**src/design/dptt_ram.sv**
```systemverilog
// ---------------------------------------------------------------------------
// dptt_ram: generic single-port-write, single-port-read synchronous RAM
//
// One write and one read per cycle. The read data is registered and shows
// the old contents when the read and the write hit the same address.
// ---------------------------------------------------------------------------
module dptt_ram #(
   parameter int WIDTH = 8,
   parameter int DEPTH = 16,
   localparam int ADDR_BITS = $clog2(DEPTH)
) (
   input  logic                 clock,
   input  logic                 wr_en,
   input  logic [ADDR_BITS-1:0] wr_addr,
   input  logic [WIDTH-1:0]     wr_data,
   input  logic                 rd_en,
   input  logic [ADDR_BITS-1:0] rd_addr,
   output logic [WIDTH-1:0]     rd_data
);

   logic [WIDTH-1:0] mem_ff [DEPTH];
   logic [WIDTH-1:0] rd_data_ff;

   // Storage write and registered read (read-first on a collision).
   always_ff @(posedge clock) begin
      if (wr_en) begin
         mem_ff[wr_addr] <= wr_data;
      end
      if (rd_en) begin
         rd_data_ff <= mem_ff[rd_addr];
      end
   end

   assign rd_data = rd_data_ff;

endmodule

```
**config.mk**
```make
export PLATFORM = sky130hd
export DESIGN_NAME = dptt_ram
export DESIGN_NICKNAME = d
export VERILOG_FILES = /design/src/design/dptt_ram.sv
export SDC_FILE = /design/constraint.sdc
export NUM_CORES = 1
export LEC_CHECK = 0
export ABC_CLOCK_PERIOD_IN_PS = 1600
export BUFFER_PORTS_ARGS = -buffer_cell sky130_fd_sc_hd__buf_2
export CAP_MARGIN = 20
export CORE_UTILIZATION = 35
export CTS_CLUSTER_DIAMETER = 60
export CTS_CLUSTER_SIZE = 25
export DETAILED_ROUTE_END_ITERATION = 8
export HOLD_SLACK_MARGIN = 0.15
export PLACE_DENSITY = 0.51
export SLEW_MARGIN = 20
export SYNTH_ARGS = -nofsm -noshare
export SYNTH_HDL_FRONTEND = slang
export SYNTH_SLANG_ARGS = --single-unit
```
**constraint.sdc**
```tcl
create_clock -name clock -period 1.6 [get_ports clock]
set_clock_uncertainty 0.15 [all_clocks]
set_input_delay 0.08 -clock clock [delete_from_list [all_inputs] [get_ports clock]]
set_output_delay 0.08 -clock clock [all_outputs]
set_load 0.1 [all_outputs]
```
== Yosys cells after proc, flatten, opt, wreduce, memory -nomap -nowiden ==
Memory sizes are Yosys's and may differ from the RTL's. A register that Yosys moved wholly into a read port is not among the register bits.
Cells that the tools add are included.
Storage, ports and cells
  register bits after elaboration: 0
  bits in latches: 0
  RAM bits: 128
  bits in read-only memories: 0
  bits of input ports: 19
  output and inout bits: 8
  logic and storage cells: 3
  memories kept: 1
Operators by class
  add/sub/neg operators: 0
  $mul: 0
  divide/modulo/power cells: 0
  $lt $le $gt $ge: 0
  equal/unequal tests: 0
  shift-type cells: 0
  muxes and demuxes: 2
  bitwise logic cells: 0
  reductions and logical operators: 0
Memories
  mem_ff: depth 16, width 8, read ports 1, clocked after memory_dff 1, write ports 1, RTL line 21  | logic [WIDTH-1:0] mem_ff [DEPTH];
Operators by type and width (number)
  $mux W1: 2

== Depth between registers and ports, before layout ==
  depth after elaboration: 2
  depth in mapped cells: 5
  mapped depth without buffers: 3

== Least setup slack after synthesis ==
No wires, ideal clock.
  path kind: input port to flip-flop
  from: input port wr_addr[2]
  to: memory mem_ff[0][0], enable pin
  setup time: 0.383 ns
  arrival: 1.190 ns
  data required time: 1.067 ns
  slack: -0.123 ns
  stages: 2
  path buffers: 0
  cells stage by stage: or3b_2 nor3_1
RTL lines
  start, declared: RTL line 14  | input logic [ADDR_BITS-1:0] wr_addr,
  end, declared: RTL line 21
Straight into the memory's write port.

==> flow_summary.html <==
<table>
<tr><th>Metric</th><th>Value</th></tr>
<tr><th colspan="2">Synth</th></tr>
<tr><td>Number of distinct library cell variants in the gate-level netlist after synthesis</td><td>18</td></tr>
<tr><td>Synth Area in XOR/XNOR</td><td>0%</td></tr>
<tr><td>Post-synth EDFFs</td><td>136</td></tr>
<tr><td>Top FF cell, synth</td><td>edfxtp_1</td></tr>
<tr><td>Count of warnings emitted by yosys</td><td>0</td></tr>
<tr><td>Share of Yosys cell area claimed by the top area cell type</td><td>approximately 80%</td></tr>
<tr><td>Synth top cells by count</td><td>136 x edfxtp_1, 18 x mux4_2, 16 x a22oi_1, 14 x mux4_1, 13 x nor2_1</td></tr>
<tr><td>Top post-synthesis cells by area</td><td>edfxtp_1 78%, mux4_2 7.8%, mux4_1 7.0%, a22oi_1 2.3%, nor2_1 0.93%</td></tr>
<tr><td>Basic-gate share of the synthesized area counting and, or, nand and nor cells</td><td>under 10%</td></tr>
<tr><td>Cell taking the most area after synthesis</td><td>edfxtp_1</td></tr>
<tr><td>Total standard cell area after synthesis</td><td>5230 um^2</td></tr>
<tr><td>Post-synth net total</td><td>248</td></tr>
<tr><td>Synthesized-area fraction occupied by ao, oa, aoi and oai cells</td><td>2.30%</td></tr>
<tr><td>Post-Syn Instances</td><td>229</td></tr>
<tr><td>Top-count cell post-synth</td><td>edfxtp_1</td></tr>
<tr><td>Post-synthesis sequential area ratio</td><td>78.1%</td></tr>
<tr><td>Seq cells post-synth</td><td>between 100 and 150</td></tr>
<tr><td>Largest family of logic cells by synthesized area</td><td>multiplexers</td></tr>
<tr><td>Multiplexer share of the synthesized area</td><td>14.8%</td></tr>
<tr><td>Share of synthesized registers carrying an async set or reset</td><td>0%</td></tr>
<tr><td>Avg Synthesized Cell Area</td><td>~23 um^2</td></tr>
<tr><td>Arithmetic-cell share of the synthesized area counting full adders, half adders and majority gates</td><td>0%</td></tr>
<tr><th colspan="2">Global routing</th></tr>
<tr><td>Wire length of the first global-routing pass</td><td>16300 um</td></tr>
<tr><td>Maximum number of pins on one net before global-route repair</td><td>25</td></tr>
<tr><td>Number of antenna violations at the first check in global routing</td><td>0</td></tr>
<tr><td>Number of global-route vias before repair</td><td>2665</td></tr>
<tr><td>GR Overflow Total</td><td>0</td></tr>
<tr><td>Overall fraction of global-route tracks in use</td><td>roughly 15%</td></tr>
<tr><th colspan="2">Setup path</th></tr>
<tr><td>Max FO, Critical Path</td><td>1</td></tr>
<tr><td>Critical path's slowest cell</td><td>mux4_2</td></tr>
<tr><td>Count of cells along the worst register-to-register path</td><td>3</td></tr>
<tr><td>Data arrival time of the critical path</td><td>1.58 ns</td></tr>
<tr><td>CP endpoint kind</td><td>register</td></tr>
<tr><td>Worst Path Required</td><td>about 1.6 ns</td></tr>
<tr><td>Setup Crit Path Kind</td><td>register to register</td></tr>
<tr><td>R2R Path End</td><td>rd_data[0]</td></tr>
<tr><td>Worst r2r src</td><td>mem_ff[3][0]</td></tr>
<tr><td>Critical path startpoint</td><td>mem_ff[3][0]</td></tr>
<tr><td>Startpoint types</td><td>register</td></tr>
<tr><td>Max incr delay on CP</td><td>0.48 ns</td></tr>
<tr><td>List of cells traversed by the critical path</td><td>mux4_2, a22oi_2, nand2_1</td></tr>
<tr><td>Flop2flop setup slack</td><td>0.04 ns</td></tr>
<tr><th colspan="2">Final layout</th></tr>
<tr><td>Final cell utilization of the core</td><td>43.9%</td></tr>
<tr><td>Post-route cell area</td><td>6390 um^2</td></tr>
<tr><td>Antenna diode instance count</td><td>0</td></tr>
<tr><td>Count of filler cells inserted in the layout</td><td>1268</td></tr>
<tr><td>Final net count</td><td>322</td></tr>
<tr><td>Proportion of layout cells with a drive suffix above 1</td><td>35.5%</td></tr>
<tr><td>Synthesis-to-layout area growth</td><td>22.2%</td></tr>
<tr><th colspan="2">Clock network</th></tr>
<tr><td>CTS H-Tree Depth</td><td>4</td></tr>
<tr><td>Maximum count of clock buffers along a single path</td><td>2</td></tr>
<tr><td>Clock Tree Root</td><td>clkbuf_16</td></tr>
<tr><td>Post-CTS setup buffer count</td><td>0</td></tr>
<tr><td>Clock-pin slew on the worst setup and hold paths</td><td>0.06 ns</td></tr>
<tr><td>CTS tree</td><td>done</td></tr>
<tr><td>TritonCTS sink count</td><td>136</td></tr>
<tr><td>Number of buffers added by the clock tree synthesis step</td><td>17</td></tr>
<tr><td>Clk_lat worst skew</td><td>0.41 ns</td></tr>
<tr><th colspan="2">Routing</th></tr>
<tr><td>Total DRC errors in the routed layout</td><td>0</td></tr>
<tr><td>First drt pass iteration count</td><td>4</td></tr>
<tr><td>Count of vias placed by the detailed router</td><td>2534</td></tr>
<tr><td>Post-route antenna net violation count</td><td>0</td></tr>
<tr><td>Iteration-0 DRC Markers</td><td>199</td></tr>
<tr><td>Wirelength per Cell</td><td>21.4 um</td></tr>
<tr><td>Mean number of vias per cell</td><td>5.10</td></tr>
<tr><td>Total Routed Length</td><td>10700 um</td></tr>
<tr><th colspan="2">Timing</th></tr>
<tr><td>Share of the clock period used by the worst path</td><td>97.8%</td></tr>
<tr><td>Setup repair after global routing missed its margin</td><td>yes</td></tr>
<tr><td>Headroom to the max-slew limit</td><td>33.8%</td></tr>
<tr><td>Worst slew pin tran</td><td>0.991 ns</td></tr>
<tr><td>Period minus WS final</td><td>1.56 ns</td></tr>
<tr><td>Final number of hold-violating endpoints</td><td>0</td></tr>
<tr><td>Maximum clock frequency</td><td>639 MHz</td></tr>
<tr><td>Number of pins exceeding their max-slew limit in the final report</td><td>0</td></tr>
<tr><td>Number of endpoints failing setup at the final stage</td><td>0</td></tr>
<tr><th colspan="2">Placed design</th></tr>
<tr><td>HPWL after detailed placement</td><td>6970 um</td></tr>
<tr><td>Routability-driven placement congestion ratio</td><td>0.677</td></tr>
<tr><td>Port buffer count</td><td>26</td></tr>
<tr><td>Placed cell areas</td><td>5750 um^2</td></tr>
<tr><th colspan="2">Outcome</th></tr>
<tr><td>Status</td><td>complete, no violations</td></tr>
<tr><th colspan="2">Worst hold path</th></tr>
<tr><td>Hold crit path type</td><td>input pin to register</td></tr>
<tr><td>Worst hold start</td><td>wr_addr[3]</td></tr>
<tr><td>Capture endpoint of the worst hold path</td><td>mem_ff[0][3]</td></tr>
<tr><td>Number of cells on the worst hold path</td><td>4</td></tr>
<tr><th colspan="2">Run</th></tr>
<tr><td>Max capacitance violation total</td><td>0</td></tr>
<tr><th colspan="2">Power</th></tr>
<tr><td>Static leakage</td><td>between 0.002 and 0.0025 uW</td></tr>
<tr><td>VDD IR-drop max</td><td>0.776 mV</td></tr>
<tr><td>Power density cells</td><td>1250 nW/um^2</td></tr>
<tr><th colspan="2">Floorplanning</th></tr>
<tr><td>Std-Cell Core Area</td><td>between 10000 and 15000 um^2</td></tr>
<tr><td>IO Count</td><td>27</td></tr>
<tr><td>Row Count</td><td>44</td></tr>
<tr><td>Initial core utilization</td><td>36.0%</td></tr>
<tr><td>Die width</td><td>124 um</td></tr>
<tr><td>Die span in y</td><td>124 um</td></tr>
<tr><td>Die Area</td><td>roughly 15000 um^2</td></tr>
</table>
## flip-flops by register name, summed over array words and instances (netlist names)
signal,flops
rd_data,8
mem_ff,128
## cell type report
class | instances | area [um^2] | share of cell area, %
tap | 184 | 230 | 3.60
multi-input combinational | 83 | 1090 | 17.0
timing repair buffer | 65 | 488 | 7.64
sequential | 136 | 4080 | 63.9
clock inverter | 8 | 58.8 | 0.921
clock buffer | 21 | 440 | 6.90
## per-layer routing
metal	track usage, %	part of all wire, %
met1	19.5	46
met2	23.6	48
met3	3.92	3.8
met4	7.02	1.8
met5	0	0
## cells by family (layout without fill, tap and decap cells)
group           Yosys count  count (layout)
compound gates           16              16
buf+inv                  10              94
flops                   136             136
mux                      32              32
simple gates             35              35
## power breakdown
group | internal, uW | switching (uW)
clock | 2070 | 1290
sequential | 4020 | 24.0
combinational | 197 | 352
## through the flow
step	power (uW)	TNS (ns)	hold slack, ns	setup slack, ns	instances
2_1_floorplan	4430	0	0.0289	0.0876	229
3_3_place_gp	4630	-1.48	0.328	-0.301	457
3_5_place_dp	4630	-1.65	0.337	-0.304	457
4_1_cts	8020	0	0.126	0.000422	497
5_1_grt	8220	-0.0261	0.168	-0.0164	497
6_report	7950	0	0.151	0.0350	497
## worst max path at each step
| stage | slack (ns) | endpoint |
|---|---|---|
| finish | 0.04 | rd_data[0] |
| global route | -0.02 | rd_data[5] |
| CTS | 0.0004 | rd_data[0] |
| detailed placement | -0.30 | rd_data[2] |
| global placement | -0.30 | rd_data[2] |
| floorplan | 0.09 | rd_data[1] |
## critical path: cells and delay by family (launching register included)
family / cells / cell delay, ns
compound gates: 1 / 0.25
simple gates: 1 / 0.07
mux: 1 / 0.48
flops: 1 / 0.36
## cells in the final DEF (no fill, tap or decap)
| cell | n |
|---|---|
| edfxtp_1 | 136 |
| buf_2 | 26 |
| mux4_2 | 25 |
| buf_4 | 25 |
| clkbuf_16 | 17 |
| nor2_1 | 13 |
| dlygate4sd3_1 | 11 |
| a22oi_2 | 10 |
| nand2_1 | 9 |
| mux4_1 | 7 |
| a22oi_1 | 6 |
| clkinv_1 | 5 |
| clkbuf_1 | 4 |
| nor3_1 | 3 |
| buf_12 | 3 |
| nand3b_1 | 2 |
| nand2b_1 | 2 |
| clkinv_2 | 2 |
| nor2b_1 | 1 |
| and2_1 | 1 |
| and2b_1 | 1 |
| nand3_1 | 1 |
| or3b_2 | 1 |
| nor3_2 | 1 |
| bufinv_16 | 1 |
## what timing repair did
action | in CTS | in global routing
setup endpoints to repair | 5 | 6
pin swaps | 2 | 1
resized for setup | 6 | 11
hold buffers | 11 | 0
endpoints found under the hold margin | 173 | 0
Note: power is estimated with default switching activity, not from simulation.
